### config.mk
export PLATFORM = sky130hd
export DESIGN_NAME = delayed_event_timer_queue_core
export DESIGN_NICKNAME = d
export VERILOG_FILES = /design/src/rtl/core/dtq_pkg.sv /design/src/rtl/core/delayed_event_timer_queue_core.sv /design/src/rtl/core/dtq_slot_store.sv /design/src/rtl/core/dtq_sub_unit.sv
export SDC_FILE = /design/constraint.sdc
export NUM_CORES = 1
export LEC_CHECK = 0
export BUFFER_PORTS_ARGS = -buffer_cell sky130_fd_sc_hd__buf_2
export CAP_MARGIN = 20
export CORE_ASPECT_RATIO = 1.2
export CORE_UTILIZATION = 45
export DETAILED_ROUTE_END_ITERATION = 10
export PLACE_DENSITY_LB_ADDON = 0.15
export SLEW_MARGIN = 20
export SYNTH_ARGS = -nofsm -noshare
export SYNTH_HDL_FRONTEND = slang
export SYNTH_SLANG_ARGS = --single-unit
### constraint.sdc
create_clock -name clk -period 16.9 [get_ports clk]
set_input_delay 2.535 -clock clk [delete_from_list [all_inputs] [get_ports clk]]
set_output_delay 2.535 -clock clk [all_outputs]
set_load 0.005 [all_outputs]
### src/rtl/core/dtq_pkg.sv
// dtq_pkg: shared constants, codes and slot types of the delayed-event timer queue
// used by every module under rtl/core; depends on nothing
package dtq_pkg;

  localparam int CAPACITY      = 8;
  localparam int PAYLOAD_WIDTH = 32;
  localparam int TIME_W        = 16;
  localparam int CNT_W         = $clog2(CAPACITY + 1);
  localparam int IDX_W         = (CAPACITY > 1) ? $clog2(CAPACITY) : 1;

  // input item modes
  localparam logic [1:0] MODE_SCHEDULE = 2'd0;
  localparam logic [1:0] MODE_TICK     = 2'd1;
  localparam logic [1:0] MODE_CLEAR    = 2'd2;

  // configuration registers
  localparam int APB_ADDR_W = 3;
  localparam int REG_IDX_W  = 1;
  localparam logic [REG_IDX_W-1:0] REG_MAX_DELAY = 1'd0;
  localparam logic [REG_IDX_W-1:0] REG_MAX_STEP  = 1'd1;

  localparam logic [TIME_W-1:0] MAX_DELAY_RESET = 16'd5000;
  localparam logic [TIME_W-1:0] MAX_STEP_RESET  = 16'd100;

  typedef struct packed {
    logic [TIME_W-1:0]        rem;
    logic [PAYLOAD_WIDTH-1:0] payload;
  } slot_t;

  typedef struct packed {
    logic             en;
    logic [IDX_W-1:0] addr;
    slot_t            data;
  } slot_wr_t;

endpackage

### src/rtl/core/delayed_event_timer_queue_core.sv
// delayed_event_timer_queue_core: top level of the delayed-event timer queue
// sequencer, config registers and output register; uses dtq_pkg, dtq_slot_store, dtq_sub_unit
//
//   channel   handshake                 payload
//   input     in_valid / in_ready       mode, delay_ms, event_payload, elapsed_ms
//   output    out_valid / out_ready     fired, fired_payload, last, pending_count, dropped_count
//   config    apb psel/penable/pwrite   paddr, pwdata, prdata, pready (always high)
//
// schedule, clear, no-op and a tick that starts no scan give a status result that is loaded
// into the output register at the transfer edge. a tick scan visits each slot through the
// shared subtract unit: memory read and evaluate per slot, plus a push state per expiring
// slot, and ends in a finish state that gives the last result.
// rst is synchronous active high; it empties the queue and restores register defaults.
// a stalled output holds the sequencer in its push or finish state, no slot is lost.
module delayed_event_timer_queue_core
  import dtq_pkg::*;
(
  input  logic                     clk,
  input  logic                     rst,
  // item input
  input  logic                     in_valid,
  output logic                     in_ready,
  input  logic [1:0]               mode,
  input  logic [TIME_W-1:0]        delay_ms,
  input  logic [PAYLOAD_WIDTH-1:0] event_payload,
  input  logic [TIME_W-1:0]        elapsed_ms,
  // result output
  output logic                     out_valid,
  input  logic                     out_ready,
  output logic                     fired,
  output logic [PAYLOAD_WIDTH-1:0] fired_payload,
  output logic                     last,
  output logic [CNT_W-1:0]         pending_count,
  output logic [15:0]              dropped_count,
  // configuration
  input  logic                     psel,
  input  logic                     penable,
  input  logic                     pwrite,
  input  logic [APB_ADDR_W-1:0]    paddr,
  input  logic [31:0]              pwdata,
  output logic [31:0]              prdata,
  output logic                     pready
);

  // sequencer states
  localparam logic [2:0] S_IDLE   = 3'd0;
  localparam logic [2:0] S_READ   = 3'd1;
  localparam logic [2:0] S_EVAL   = 3'd2;
  localparam logic [2:0] S_PUSH   = 3'd3;
  localparam logic [2:0] S_FINISH = 3'd4;

  logic [2:0]               state;
  logic [CNT_W-1:0]         count;
  logic [15:0]              drop_cnt;
  logic [TIME_W-1:0]        max_delay;
  logic [TIME_W-1:0]        max_step;
  logic [TIME_W-1:0]        step;
  logic [IDX_W-1:0]         idx;
  // one expired event held back until we know whether it is the last
  logic                     have_buf;
  logic [PAYLOAD_WIDTH-1:0] buf_payload;
  logic [CNT_W-1:0]         buf_count;

  slot_t             rd_a;
  slot_t             rd_b;
  slot_wr_t          wr;
  logic [TIME_W-1:0] diff;
  logic              gt;

  logic                     out_free;
  logic                     in_xfer;
  logic                     full;
  logic [TIME_W-1:0]        delay_lim;
  logic [TIME_W-1:0]        delay_clamped;
  logic [TIME_W-1:0]        step_lim;
  logic [TIME_W-1:0]        step_clamped;
  logic [CNT_W-1:0]         last_slot;
  logic                     idx_more;
  logic                     push_go;
  logic                     cfg_wr;
  logic [REG_IDX_W-1:0]     reg_idx;
  logic                     scan_start;
  logic                     load_out;

  // config port, pready tied high
  assign pready  = 1'b1;
  assign reg_idx = paddr[APB_ADDR_W-1:2];
  assign cfg_wr  = psel && penable && pwrite;
  assign prdata  = (reg_idx == REG_MAX_STEP) ? {16'd0, max_step} : {16'd0, max_delay};

  assign out_free = !out_valid || out_ready;
  assign in_ready = (state == S_IDLE) && out_free;
  assign in_xfer  = in_valid && in_ready;
  assign full     = count >= CNT_W'(CAPACITY);

  // clamps, a zero limit register behaves as one
  assign delay_lim = (max_delay == '0) ? TIME_W'(1) : max_delay;
  assign step_lim  = (max_step == '0) ? TIME_W'(1) : max_step;
  always_comb begin
    if (delay_ms == '0) begin
      delay_clamped = TIME_W'(1);
    end else if (delay_ms > delay_lim) begin
      delay_clamped = delay_lim;
    end else begin
      delay_clamped = delay_ms;
    end
  end
  assign step_clamped = (elapsed_ms > step_lim) ? step_lim : elapsed_ms;

  assign last_slot  = count - CNT_W'(1);
  assign idx_more   = (CNT_W'(idx) + CNT_W'(1)) < count;
  assign push_go    = !have_buf || out_free;
  assign scan_start = (mode == MODE_TICK) && (count != '0) && (elapsed_ms != '0);

  // a result enters the output register this cycle
  assign load_out = (in_xfer && !scan_start) ||
                    ((state == S_PUSH) && push_go && have_buf) ||
                    ((state == S_FINISH) && out_free);

  // single write port: schedule append, surviving slot update, or swap-in of the last slot
  always_comb begin
    wr = '0;
    if (in_xfer && (mode == MODE_SCHEDULE) && !full) begin
      wr.en           = 1'b1;
      wr.addr         = count[IDX_W-1:0];
      wr.data.rem     = delay_clamped;
      wr.data.payload = event_payload;
    end else if ((state == S_EVAL) && gt) begin
      wr.en           = 1'b1;
      wr.addr         = idx;
      wr.data.rem     = diff;
      wr.data.payload = rd_a.payload;
    end else if ((state == S_PUSH) && push_go) begin
      wr.en   = 1'b1;
      wr.addr = idx;
      wr.data = rd_b;
    end
  end

  dtq_slot_store u_store (
    .clk       (clk),
    .wr        (wr),
    .rd_addr_a (idx),
    .rd_addr_b (last_slot[IDX_W-1:0]),
    .rd_a      (rd_a),
    .rd_b      (rd_b)
  );

  dtq_sub_unit u_sub (
    .a    (rd_a.rem),
    .b    (step),
    .diff (diff),
    .gt   (gt)
  );

  always_ff @(posedge clk) begin
    if (rst) begin
      state     <= S_IDLE;
      count     <= '0;
      drop_cnt  <= '0;
      max_delay <= MAX_DELAY_RESET;
      max_step  <= MAX_STEP_RESET;
      out_valid <= 1'b0;
      have_buf  <= 1'b0;
    end else begin
      if (cfg_wr) begin
        case (reg_idx)
          REG_MAX_DELAY: max_delay <= pwdata[TIME_W-1:0];
          REG_MAX_STEP:  max_step  <= pwdata[TIME_W-1:0];
          default:       ;
        endcase
      end

      if (load_out) begin
        out_valid <= 1'b1;
      end else if (out_ready) begin
        out_valid <= 1'b0;
      end

      case (state)
        S_IDLE: begin
          if (in_xfer) begin
            if (scan_start) begin
              step     <= step_clamped;
              idx      <= '0;
              have_buf <= 1'b0;
              state    <= S_READ;
            end else begin
              // one status result for any item that fires nothing
              fired         <= 1'b0;
              fired_payload <= '0;
              last          <= 1'b1;
              if ((mode == MODE_SCHEDULE) && full) begin
                drop_cnt      <= drop_cnt + 16'd1;
                dropped_count <= drop_cnt + 16'd1;
              end else begin
                dropped_count <= drop_cnt;
              end
              if ((mode == MODE_SCHEDULE) && !full) begin
                count         <= count + CNT_W'(1);
                pending_count <= count + CNT_W'(1);
              end else if (mode == MODE_CLEAR) begin
                count         <= '0;
                pending_count <= '0;
              end else begin
                pending_count <= count;
              end
            end
          end
        end
        S_READ: begin
          state <= S_EVAL;
        end
        S_EVAL: begin
          if (gt) begin
            if (idx_more) begin
              idx   <= idx + IDX_W'(1);
              state <= S_READ;
            end else begin
              state <= S_FINISH;
            end
          end else begin
            state <= S_PUSH;
          end
        end
        S_PUSH: begin
          // slot expired: release the held event, hold this one, pull the last slot in
          if (push_go) begin
            if (have_buf) begin
              fired         <= 1'b1;
              fired_payload <= buf_payload;
              last          <= 1'b0;
              pending_count <= buf_count;
              dropped_count <= drop_cnt;
            end
            have_buf    <= 1'b1;
            buf_payload <= rd_a.payload;
            buf_count   <= last_slot;
            count       <= last_slot;
            // same index again, it now holds the moved slot
            state       <= (CNT_W'(idx) < last_slot) ? S_READ : S_FINISH;
          end
        end
        S_FINISH: begin
          if (out_free) begin
            fired         <= have_buf;
            fired_payload <= have_buf ? buf_payload : '0;
            last          <= 1'b1;
            pending_count <= have_buf ? buf_count : count;
            dropped_count <= drop_cnt;
            have_buf      <= 1'b0;
            state         <= S_IDLE;
          end
        end
        default: begin
          state <= S_IDLE;
        end
      endcase
    end
  end

endmodule

### src/rtl/core/dtq_slot_store.sv
// dtq_slot_store: slot memory holding remaining time and event word per slot
// one write port, two registered read ports; depends on dtq_pkg
module dtq_slot_store
  import dtq_pkg::*;
(
  input  logic             clk,
  input  slot_wr_t         wr,
  input  logic [IDX_W-1:0] rd_addr_a,
  input  logic [IDX_W-1:0] rd_addr_b,
  output slot_t            rd_a,
  output slot_t            rd_b
);

  slot_t mem [CAPACITY];

  always_ff @(posedge clk) begin
    if (wr.en) begin
      mem[wr.addr] <= wr.data;
    end
    rd_a <= mem[rd_addr_a];
    rd_b <= mem[rd_addr_b];
  end

endmodule

### src/rtl/core/dtq_sub_unit.sv
// dtq_sub_unit: shared subtract and compare unit used by the slot scan
// gives remaining minus step and whether the slot outlives the step; depends on dtq_pkg
module dtq_sub_unit
  import dtq_pkg::*;
(
  input  logic [TIME_W-1:0] a,
  input  logic [TIME_W-1:0] b,
  output logic [TIME_W-1:0] diff,
  output logic              gt
);

  logic borrow;

  assign {borrow, diff} = {1'b0, a} - {1'b0, b};
  assign gt = !borrow && (diff != '0);

endmodule

==> results of run 1 <==
kinds of logic after synthesis:
kind of cell             share of synthesized area [%]
AO/OA/AOI/OAI                                     6.95
XOR/XNOR                                          1.31
adder cells (fa/ha/maj)                           2.49
buffers and inverters                             2.74
flip-flops                                        60.6
multiplexers                                      19.0
other                                           0.0255
AND/OR/NAND/NOR                                   6.87
state kept, by name, indices dropped and copies added (netlist names), 32 cells and up:
| signal | flops |
|---|---|
| u_store.rd_a | 48 |
| buf_payload | 32 |
| u_store.rd_b | 48 |
| u_store.mem | 384 |
| fired_payload | 32 |
cell usage in the layout (no fill, tap or decap), types with 15 or more instances in the layout:
cell,synthesis,final
a22oi_1,39,39
xnor2_1,28,28
buf_4,17,29
conb_1,2,17
edfxtp_1,493,493
clkbuf_1,88,19
nand3_1,46,46
a32oi_1,21,21
nand2_1,168,168
nor2_1,74,73
nor4_1,17,17
mux2i_1,19,19
inv_1,58,58
clkbuf_16,0,70
o21ai_0,40,40
a21oi_1,75,71
dfxtp_1,153,152
ha_1,57,56
a21o_1,17,17
nand4_1,17,17
buf_2,4,161
mux4_2,192,192
o31ai_1,15,15
xor2_1,16,15
mux2_2,98,98
and2_1,41,40
final cells by class:
type	instances	area (um2)	share of cell area, %
sequential	646	17900	53.3
tap	832	1040	3.10
clock inverter	33	428	1.28
multi-input combinational	1154	11100	33.0
timing repair buffer	191	1040	3.11
inverter	59	221	0.660
clock buffer	93	1880	5.60
per-stage QoR:
| stage | hold WS [ns] | area (um2) |
|---|---|---|
| CTS | 0.429 | 33500 |
| floorplan | 0.408 | 29600 |
| detailed placement | 0.414 | 31200 |
| global placement | 0.416 | 31200 |
| global route | 0.440 | 33500 |
| finish | 0.430 | 33500 |
layer usage:
metal / wire length [um] / vias to the layer above / global-route usage (%)
met2: 35400 / 523 / 37.4
met3: 3850 / 99 / 3.19
met4: 1680 / 0 / 7.07
met1: 32100 / 9193 / 29.7
li1: - / 8026 / -
met5: 0 / - / 0
worst max-delay path: stages:
cell and delay, ns:
buf_2 0.41, mux2_2 0.40, buf_2 0.13
where the power goes:
group,internal [mW],switching [mW],total (mW),leakage [nW]
logic,0.302,0.398,0.700,4.68
registers,1.91,0.0658,1.98,5.84
clock network,0.923,0.614,1.54,1.13
total,3.13,1.08,4.21,11.7
worst min path at each step:
stage,to,slack (ns),depth (start not counted)
floorplan,buf_payload[0]$_DFFE_PP_,0.41,0
global route,buf_payload[29]$_DFFE_PP_,0.44,0
global placement,buf_payload[12]$_DFFE_PP_,0.42,0
finish,buf_payload[3]$_DFFE_PP_,0.43,0
detailed placement,buf_payload[12]$_DFFE_PP_,0.41,0
CTS,buf_payload[12]$_DFFE_PP_,0.43,0
==> qor.txt, run 1 <==
CLOCK TREE
----------------------------------------------------------------------------------
Hold buffer count at cts ............................................            0
CTS Root Buffer Type ................................................    clkbuf_16
Number of gates given a new drive strength after cts ................            0
Number of buffers on the longest clock path .........................            3
Sink count of the clock tree ........................................          646
H-tree depth ........................................................            3
Clk slew on worst S/H paths .........................................      0.06 ns
Buffers inserted by post-CTS timing repair ..........................            0
Clock buffer count from CTS .........................................           69
Clk Latency, worst-skew pair ........................................      0.60 ns
Clock tree from TritonCTS ...........................................        built

DRT
----------------------------------------------------------------------------------
Vias per std cell ...................................................         5.93
First DRT Iteration DRCs ............................................        1,364
Total DRC errors in the routed layout ...............................            0
Final Routed Wirelength .............................................    73,000 um
Wirelength per Cell .................................................      24.3 um
Remaining number of nets flagged by the antenna check after routing .            0
Vias after detailed routing .........................................        17.8k
Number of detailed-routing iterations run before antenna repair .....            5

LOGIC SYNTHESIS
----------------------------------------------------------------------------------
Part of the Yosys area used for sequential elements .................        60.6%
Average size of a mapped cell .......................................     14.9 um2
Ys Warns ............................................................            0
Synth top area cells ................................................ edfxtp_1, mux4_2, dfxtp_1, mux2_2, ha_1
Number of instances in the synthesized netlist ......................        1,982
FFs w/ async S/R, synth .............................................           0%
Largest area contributor in the netlist .............................     edfxtp_1
Area share of the leading cell type in the synthesized netlist ......        50.2%
Cell variety after synth ............................................           76
Library cell with the highest instance count after synthesis ........     edfxtp_1
EDFF count, synth ...................................................          493
Register bit total from synthesis ...................................          646
Top cells by count, synth ........................................... edfxtp_1, mux4_2, nand2_1
Top flip-flop cell by instance count after synthesis ................     edfxtp_1
Netlist area before placement .......................................   29,500 um2

TIMING
----------------------------------------------------------------------------------
Relative max-transition margin ......................................        27.5%
Max-slew violation total from the final report ......................            0
Ratio of final minimum period to clock period .......................        35.6%
Final Skew ..........................................................    0.0221 ns
Aggregate negative setup slack ......................................         0 ns
Number of setup violations in the final report ......................            0
PnR worst setup slack ...............................................     10.89 ns
Clock period minus final worst setup slack ..........................      6.01 ns
Fmax ................................................................    0.166 GHz
Worst Tran Pin Value ................................................      1.09 ns
Unrepaired setup endpoints after global routing .....................           no
Final number of hold-violating endpoints ............................            0

POWER AND IR DROP
----------------------------------------------------------------------------------
Power per cell area .................................................   126 nW/um2
Leak ................................................................      11.7 nW
Total power of the final layout .....................................      4.21 mW
IR Drop Worst-Case VDD ..............................................  0.0000779 V

DIE
----------------------------------------------------------------------------------
Area of the die .....................................................   66,600 um2
Die outline height ..................................................       282 um
Die Wd ..............................................................       236 um
Starting utilization of the core area ...............................        45.6%
Number of placement rows ............................................          102
Count of boundary I/O pins ..........................................          197
Core Area ...........................................................   64,700 um2

FINISH
----------------------------------------------------------------------------------
Total number of nets in the final design ............................        2,287
Share of cells above drive strength 1 ...............................        28.0%
Count of inserted antenna diode cells ...............................            0
Layout filler cell count ............................................        5,375
Final Util ..........................................................        51.8%
Layout Area Growth over Synthesis ...................................        13.7%
Non-Filler Instances ................................................        3,008

GLOBAL ROUTE
----------------------------------------------------------------------------------
Global route total overflow .........................................            0
Global-route wire length before repair ..............................   111,000 um
Number of global-route vias before repair ...........................        18.4k
Largest net degree at the start of global routing ...................          103
Gr usage total ......................................................        22.2%
Number of antenna violations at the first check in global routing ...            1

CRITICAL PATH
----------------------------------------------------------------------------------
Critical Path End ...................................................    prdata[0]
Setup crit end kind .................................................  output port
Number of cells traversed by the worst register-to-register path ....           12
Biggest fanout along the worst timing path ..........................           34
Slack of the worst reg-to-reg path ..................................     11.66 ns
Startpoint of the worst setup timing path ...........................     paddr[2]
FF-to-FF Start ...................................................... step[0]$_DFFE_PP_
Kind of critical path ...............................................    in -> out
Startpoint class of the critical path ...............................   input port
Worst path required time ............................................     14.37 ns
CP arrival ..........................................................      3.48 ns
Crit Reg-Reg Endpoint ............................................... u_store.mem[3][24]$_DFFE_PP_

WORST HOLD PATH
----------------------------------------------------------------------------------
Worst min-delay path startpoint ..................................... u_store.rd_a[3]$_DFF_P_
Path category of the worst min-delay check ..........................   reg -> reg

RUN STATUS
----------------------------------------------------------------------------------
Run status .......................................................... finished clean

PLACED DESIGN
----------------------------------------------------------------------------------
Cells after DPL .....................................................        2,882
Number of buffer cells added on primary ports .......................          161
Final GP Congestion .................................................        0.893
Worst slack, placed .................................................     10.56 ns
Post-DP HPWL ........................................................    41,800 um

RUN
----------------------------------------------------------------------------------
Count of maximum capacitance violations .............................            0

Power figures use the tool's default switching activity.
==> inputs of run 2 (changes only) <==
==> constraint.sdc (replaced) <==
create_clock -name clk -period 5.7 [get_ports clk]
set_input_delay 0.855 -clock clk [delete_from_list [all_inputs] [get_ports clk]]
set_output_delay 0.855 -clock clk [all_outputs]
set_load 0.005 [all_outputs]
==> run 2 against run 1 <==
Against the previous run:
- register-to-register slack worse by 11 ns
- clock power grew to 3.0 times the previous value
- sequential share of layout area is 0.19 points lower
- sequential power grew to 3.0 times the previous value
- non-clock buffer count is 6 higher
- routed wire length is 1.2% higher
- worst setup slack worse by 9.8 ns
- flip-flop and latch count stayed put
- total power grew to 3.0 times the previous value
- worst hold slack hardly changed
- critical path type is now reg -> reg
- largest cell class unchanged
==> qor.txt, run 2 (same netlist as run 1, synthesis figures left out) <==
RUN STATUS
----------------------------------------------------------------------------------
Run status .......................................................... finished clean

DRT
----------------------------------------------------------------------------------
First DRT Iteration DRCs ............................................        1,503   +10%
Total DRC errors in the routed layout ...............................            0   unchanged
Vias after detailed routing .........................................        18.0k   +1.1%
Number of detailed-routing iterations run before antenna repair .....            5   unchanged
Final Routed Wirelength .............................................    73,900 um   +1.2%
Remaining number of nets flagged by the antenna check after routing .            0   unchanged
Wirelength per Cell .................................................      24.5 um   +0.99%
Vias per std cell ...................................................         5.98   +0.89%

CRITICAL PATH
----------------------------------------------------------------------------------
CP arrival ..........................................................      4.95 ns   +1.47 ns
Crit-path max cell delay ............................................      0.52 ns   +0.11 ns
Number of cells traversed by the worst register-to-register path ....           12   unchanged
Crit Reg-Reg Endpoint ............................................... u_store.mem[6][0]$_DFFE_PP_
CP delay by family, top ............................................. compound AO/OA/AOI/OAI gates
FF-to-FF Start ...................................................... step[0]$_DFFE_PP_
Slack of the worst reg-to-reg path ..................................      1.05 ns   -10.61 ns
Setup crit end kind .................................................         flop
Biggest fanout along the worst timing path ..........................           28   -18%
Max stage delay cell, worst path ....................................       and2_4
Worst Path Buf+Inv ..................................................            2   unchanged
Startpoint class of the critical path ...............................         flop
Kind of critical path ...............................................   reg -> reg
Worst path required time ............................................      6.00 ns   -8.37 ns
List of cells traversed by the critical path ........................ ha_1 -> fa_1 -> nor2b_1 -> o2111ai_1 -> a21bo_2 -> a221oi_1 -> a2111oi_2 -> nand4b_1 -> buf_4 -> a21o_1 -> and2_4 -> buf_12

TIMING
----------------------------------------------------------------------------------
Number of setup violations in the final report ......................            0   unchanged
Unrepaired setup endpoints after global routing .....................           no
Final number of hold-violating endpoints ............................            0   unchanged
Fmax ................................................................    0.215 GHz
Relative max-transition margin ......................................        25.6%   -2.0 points
Max-slew violation total from the final report ......................            0   unchanged
PnR worst setup slack ...............................................      1.05 ns   -9.84 ns
Ratio of final minimum period to clock period .......................        81.6%
Final Skew ..........................................................    0.0214 ns   -0.000708 ns
Aggregate negative setup slack ......................................         0 ns   unchanged
Clock period minus final worst setup slack ..........................      4.65 ns
Worst Tran Pin Value ................................................      1.12 ns   +0.0296 ns

FINISH
----------------------------------------------------------------------------------
Largest register FFs ................................................          384   unchanged
Layout filler cell count ............................................        5,338   -0.69%
Share of cells above drive strength 1 ...............................        28.5%   +0.43 points
Count of inserted antenna diode cells ...............................            0   unchanged
Commonest non-fill, non-tap cells in the layout ..................... edfxtp_1, mux4_2, nand2_1
Registers with the most flip-flops .................................. u_store.mem (384), u_store.rd_a (48), u_store.rd_b (48)
Multi-input logic area ..............................................   11,100 um2   about the same
Most common cell after layout, fill and taps aside ..................     edfxtp_1
Register cell area after layout .....................................   17,900 um2   unchanged
Layout Area Growth over Synthesis ...................................        14.1%
Largest reg by FF count .............................................  u_store.mem
Total number of nets in the final design ............................        2,292   +0.22%

DIE
----------------------------------------------------------------------------------
Number of placement rows ............................................          102   unchanged
Starting utilization of the core area ...............................        45.6%   unchanged
Core Area ...........................................................   64,700 um2   unchanged
Area of the die .....................................................   66,600 um2   unchanged
Count of boundary I/O pins ..........................................          197   unchanged
Die Wd ..............................................................       236 um   unchanged
Die outline height ..................................................       282 um   unchanged

POWER AND IR DROP
----------------------------------------------------------------------------------
Power per cell area .................................................   372 nW/um2   +200%
IR Drop Worst-Case VDD ..............................................   0.000257 V   +230%
Clock network fraction of total power ...............................        36.4%   about the same
Net switching power of the design ...................................      3.31 mW   +210%
Comb power frac .....................................................        16.8%   +0.2 points
Net Sw Frac .........................................................        26.5%   +0.90 points
Leak ................................................................      11.7 nW   +0.43%
Internal ............................................................      9.19 mW   +190%
Part of the total power dissipated in sequential elements ...........        46.8%   about the same

GLOBAL ROUTE
----------------------------------------------------------------------------------
Gr usage total ......................................................        22.3%   +0.13 points
Global route total overflow .........................................            0   unchanged
Global-route wire length before repair ..............................   112,000 um   +0.31%
Number of antenna violations at the first check in global routing ...            2   +1
Largest net degree at the start of global routing ...................          102   -0.97%
Number of global-route vias before repair ...........................        18.5k   +0.41%

CLOCK TREE
----------------------------------------------------------------------------------
CTS Root Buffer Type ................................................    clkbuf_16
Sink count of the clock tree ........................................          646   unchanged
Clk Latency, worst-skew pair ........................................      0.62 ns   +0.02 ns
Clock tree from TritonCTS ...........................................        built
Number of buffers on the longest clock path .........................            3   unchanged
Clock buffer count from CTS .........................................           68   -1.4%
H-tree depth ........................................................            3   unchanged
Buffers inserted by post-CTS timing repair ..........................            0   unchanged
Hold buffer count at cts ............................................            0   unchanged
Clk slew on worst S/H paths .........................................      0.06 ns   about the same
Number of gates given a new drive strength after cts ................            0   unchanged

PLACED DESIGN
----------------------------------------------------------------------------------
Worst slack, placed .................................................      1.04 ns   -9.52 ns
Post-DP HPWL ........................................................    43,800 um   +4.9%
Number of buffer cells added on primary ports .......................          161   unchanged
Final GP Congestion .................................................        0.907   +1.6%

WORST HOLD PATH
----------------------------------------------------------------------------------
Cell depth of the worst min-delay path ..............................            0   unchanged
Hold worst-path end ................................................. buf_payload[3]$_DFFE_PP_
Path category of the worst min-delay check ..........................   reg -> reg
Worst min-delay path startpoint ..................................... u_store.rd_a[3]$_DFF_P_

RUN
----------------------------------------------------------------------------------
Count of maximum capacitance violations .............................            0   unchanged

run 2: power by group through the flow:
stage | Sequential [mW] | Combinational (mW) | Clock (mW)
floorplan | 5.89 | 1.44 | 0
global placement | 5.93 | 2.09 | 0
detailed placement | 5.95 | 2.12 | 0
CTS | 5.86 | 2.13 | 4.63
global route | 5.90 | 2.28 | 4.79
finish | 5.86 | 2.10 | 4.55
run 2: worst max-delay path by stage:
| stage | startpoint | to | slack, ns | cells past startpoint |
|---|---|---|---|---|
| detailed placement | step[0]$_DFFE_PP_ | u_store.mem[6][5]$_DFFE_PP_ | 1.04 | 12 |
| global route | step[0]$_DFFE_PP_ | u_store.mem[6][0]$_DFFE_PP_ | 0.80 | 12 |
| CTS | step[0]$_DFFE_PP_ | u_store.mem[6][3]$_DFFE_PP_ | 1.02 | 12 |
| finish | step[0]$_DFFE_PP_ | u_store.mem[6][0]$_DFFE_PP_ | 1.05 | 12 |
| floorplan | step[0]$_DFFE_PP_ | u_store.mem[0][0]$_DFFE_PP_ | 0.14 | 11 |
| global placement | step[0]$_DFFE_PP_ | u_store.mem[6][3]$_DFFE_PP_ | 1.09 | 12 |
run 2: final cells by class:
| cell class | instances | share of cell area, % |
|---|---|---|
| tap | 832 | 3.09 |
| timing repair buffer | 197 | 3.53 |
| inverter | 59 | 0.658 |
| clock inverter | 35 | 1.23 |
| sequential | 646 | 53.1 |
| multi-input combinational | 1154 | 32.8 |
| clock buffer | 91 | 5.56 |
run 2: per-stage QoR:
| step | utilization, % | power, mW | cell area, um2 | instances | hold WS, ns |
|---|---|---|---|---|---|
| finish | 52.0 | 12.5 | 33700 | 3014 | 0.430 |
| global route | 52.0 | 13.0 | 33700 | 3014 | 0.441 |
| CTS | 52.0 | 12.6 | 33600 | 3014 | 0.430 |
| detailed placement | 48.5 | 8.07 | 31400 | 2888 | 0.416 |
| global placement | 48.5 | 8.02 | 31400 | 2888 | 0.415 |
| floorplan | - | 7.32 | 29600 | 1997 | 0.408 |
run 2: per-layer routing:
metal	GRT usage [%]	part of all wire, %
met1	29.3	43
met2	38.0	49
met3	2.95	5.3
met4	8.13	2.8
met5	0	0.011
==> inputs of run 3 (changes only) <==
==> constraint.sdc (replaced) <==
create_clock -name clk -period 4.7 [get_ports clk]
set_input_delay 0.705 -clock clk [delete_from_list [all_inputs] [get_ports clk]]
set_output_delay 0.705 -clock clk [all_outputs]
set_load 0.005 [all_outputs]
==> run 3 against run 2 <==
Against the previous run:
- total power increased by 22%
- count of clock-buffer cells in the layout is the same
- die area stayed put
- non-clock buffer count grew 11
- combinational power rose by 22%
- utilization increased by 0.32 points
- first-iteration DRC count down 17%
- worst setup slack lost 0.59 ns
- critical path type unchanged
- critical path depth unchanged
- clock skew grew 0.0025 ns
- maximum frequency grew 9.8%
==> qor.txt, run 3 (same netlist as run 1, synthesis figures left out) <==
POWER AND IR DROP
----------------------------------------------------------------------------------
Leak ................................................................      11.8 nW   +0.74%
IR Drop Worst-Case VDD ..............................................   0.000289 V   +13%
Total power of the final layout .....................................      15.2 mW   +22%
Power per cell area .................................................   449 nW/um2   +21%

FINISH
----------------------------------------------------------------------------------
Count of inserted antenna diode cells ...............................            0   unchanged
Layout Area Growth over Synthesis ...................................        14.8%
Share of cells above drive strength 1 ...............................        29.0%   +0.51 points
Largest register FFs ................................................          384   unchanged
Commonest non-fill, non-tap cells in the layout ..................... edfxtp_1, mux4_2, nand2_1
Largest reg by FF count .............................................  u_store.mem
Most common cell after layout, fill and taps aside ..................     edfxtp_1
Layout filler cell count ............................................        5,319   -0.36%
Registers with the most flip-flops .................................. u_store.mem (384), u_store.rd_a (48), u_store.rd_b (48)
Total number of nets in the final design ............................        2,304   +0.52%

TIMING
----------------------------------------------------------------------------------
Fmax ................................................................    0.236 GHz   +9.8%
Final number of hold-violating endpoints ............................            0   unchanged
Ratio of final minimum period to clock period .......................        90.1%   +8.6 points
Clock period minus final worst setup slack ..........................      4.24 ns   -0.414 ns
Max-slew violation total from the final report ......................            0   unchanged
Unrepaired setup endpoints after global routing .....................           no
Smallest hold slack .................................................     0.324 ns   -0.106 ns
Worst Tran Pin Value ................................................      1.00 ns   -0.112 ns
Number of setup violations in the final report ......................            0   unchanged
Relative max-transition margin ......................................        32.8%   +7.2 points
Final Skew ..........................................................    0.0239 ns   +0.00253 ns

DRT
----------------------------------------------------------------------------------
First DRT Iteration DRCs ............................................        1,250   -17%
Remaining number of nets flagged by the antenna check after routing .            0   unchanged
Final Routed Wirelength .............................................    74,100 um   +0.24%
Vias after detailed routing .........................................        17.9k   -0.64%
Highest metal layer with signal wires ...............................         met4
Wirelength per Cell .................................................      24.5 um   -0.19%
Total DRC errors in the routed layout ...............................            0   unchanged
Number of detailed-routing iterations run before antenna repair .....            7   +2
Routed metal-1 wire length ..........................................    31,300 um   -0.89%
Total length of routed met2 wires ...................................    37,000 um   +1.8%
Routed wire length on met3 ..........................................      3820 um   -2.5%
Vias per std cell ...................................................         5.92   -1.1%

CLOCK TREE
----------------------------------------------------------------------------------
Number of gates given a new drive strength after cts ................            0   unchanged
Number of buffers on the longest clock path .........................            3   unchanged
Clk slew on worst S/H paths .........................................      0.06 ns   about the same
CTS Root Buffer Type ................................................    clkbuf_16
Clk Latency, worst-skew pair ........................................      0.62 ns   about the same
H-tree depth ........................................................            3   unchanged
Buffers inserted by post-CTS timing repair ..........................            0   unchanged
Clock tree from TritonCTS ...........................................        built
Clock buffer count from CTS .........................................           69   +1.5%
Hold buffer count at cts ............................................            0   unchanged
Sink count of the clock tree ........................................          646   unchanged

PLACED DESIGN
----------------------------------------------------------------------------------
Post-DP HPWL ........................................................    44,700 um   +2.0%
Number of buffer cells added on primary ports .......................          161   unchanged
Final GP Congestion .................................................        0.886   -2.3%

GLOBAL ROUTE
----------------------------------------------------------------------------------
Number of antenna violations at the first check in global routing ...            0   -2
Global route total overflow .........................................            0   unchanged
Gr usage total ......................................................        22.5%   +0.23 points
Number of global-route vias before repair ...........................        18.5k   +0.17%
Global-route wire length before repair ..............................   112,000 um   +0.83%
Largest net degree at the start of global routing ...................          101   -0.98%

DIE
----------------------------------------------------------------------------------
Count of boundary I/O pins ..........................................          197   unchanged
Area of the die .....................................................   66,600 um2   unchanged
Starting utilization of the core area ...............................        45.6%   unchanged
Core Area ...........................................................   64,700 um2   unchanged
Die Wd ..............................................................       236 um   unchanged
Die outline height ..................................................       282 um   unchanged
Number of placement rows ............................................          102   unchanged

WORST HOLD PATH
----------------------------------------------------------------------------------
Path category of the worst min-delay check ..........................    in -> reg

CRITICAL PATH
----------------------------------------------------------------------------------
Worst path required time ............................................      5.00 ns   -1.00 ns
Startpoint class of the critical path ...............................         flop
Setup crit end kind .................................................         flop
Kind of critical path ...............................................   reg -> reg
CP arrival ..........................................................      4.54 ns   -0.41 ns
Biggest fanout along the worst timing path ..........................           13   -54%

RUN STATUS
----------------------------------------------------------------------------------
Run status .......................................................... finished clean

RUN
----------------------------------------------------------------------------------
Count of maximum capacitance violations .............................            0   unchanged

[run 3: changes by cell type in the layout (fill, tap and decap cells not counted), sizes merged]
cell / change
buf: +11
bufinv: +1
inv: -4
clkinv: +5
[run 3: worst paths after layout]
check                           slack, ns  depth (start not counted)                     start                           end
worst max-delay path                 0.46                         12         step[0]$_DFFE_PP_  u_store.mem[5][30]$_DFFE_PP_
worst max register to register       0.46                         12         step[0]$_DFFE_PP_  u_store.mem[5][30]$_DFFE_PP_
worst min-delay path                 0.32                          2                pwdata[12]    max_delay[12]$_SDFFE_PP1P_
worst min register to register       0.43                          0  u_store.rd_a[27]$_DFF_P_     buf_payload[27]$_DFFE_PP_
[run 3: layer usage]
metal / up-vias / global-route usage, %
met3: 120 / 3.19
met1: 9163 / 29.3
li1: 8057 / -
met4: 0 / 8.04
met5: - / 0
met2: 580 / 38.6
[run 3: layout make-up]
class	count	area, um2	share of cell area [%]
well taps	832	1040	3.07
clock inverters	37	440	1.30
clock buffers	91	1890	5.58
flip-flops and latches	646	17900	52.8
repair buffers	208	1350	3.97
inverters	59	221	0.654
multi-input cells	1154	11100	32.7
[run 3: metrics by stage]
| stage | util (%) | TNS (ns) | instance area, um2 | std cells | setup WS, ns |
|---|---|---|---|---|---|
| detailed placement | 48.7 | 0 | 31500 | 2899 | 0.468 |
| global placement | 48.7 | 0 | 31500 | 2899 | 0.488 |
| global route | 52.3 | 0 | 33900 | 3027 | 0.264 |
| finish | 52.3 | 0 | 33900 | 3027 | 0.465 |
| floorplan | - | -83.67 | 29600 | 1997 | -0.713 |
| CTS | 52.3 | 0 | 33900 | 3027 | 0.436 |
[run 3: where the power goes]
part	switching [mW]	internal, mW
clock	2.28	3.25
combinational	1.45	1.12
sequential	0.238	6.86
total	3.97	11.2
[run 3: critical path, stage by stage (launching register included)]
cell and delay (ns):
edfxtp_1 0.36, ha_2 0.19, fa_2 0.38, nor2b_2 0.15
o2111ai_1 0.31, a21bo_2 0.32, a221oi_1 0.38, a2111oi_2 0.10
nand4b_1 0.11, buf_4 0.18, nand2_1 0.38, a211oi_4 0.80
buf_12 0.25
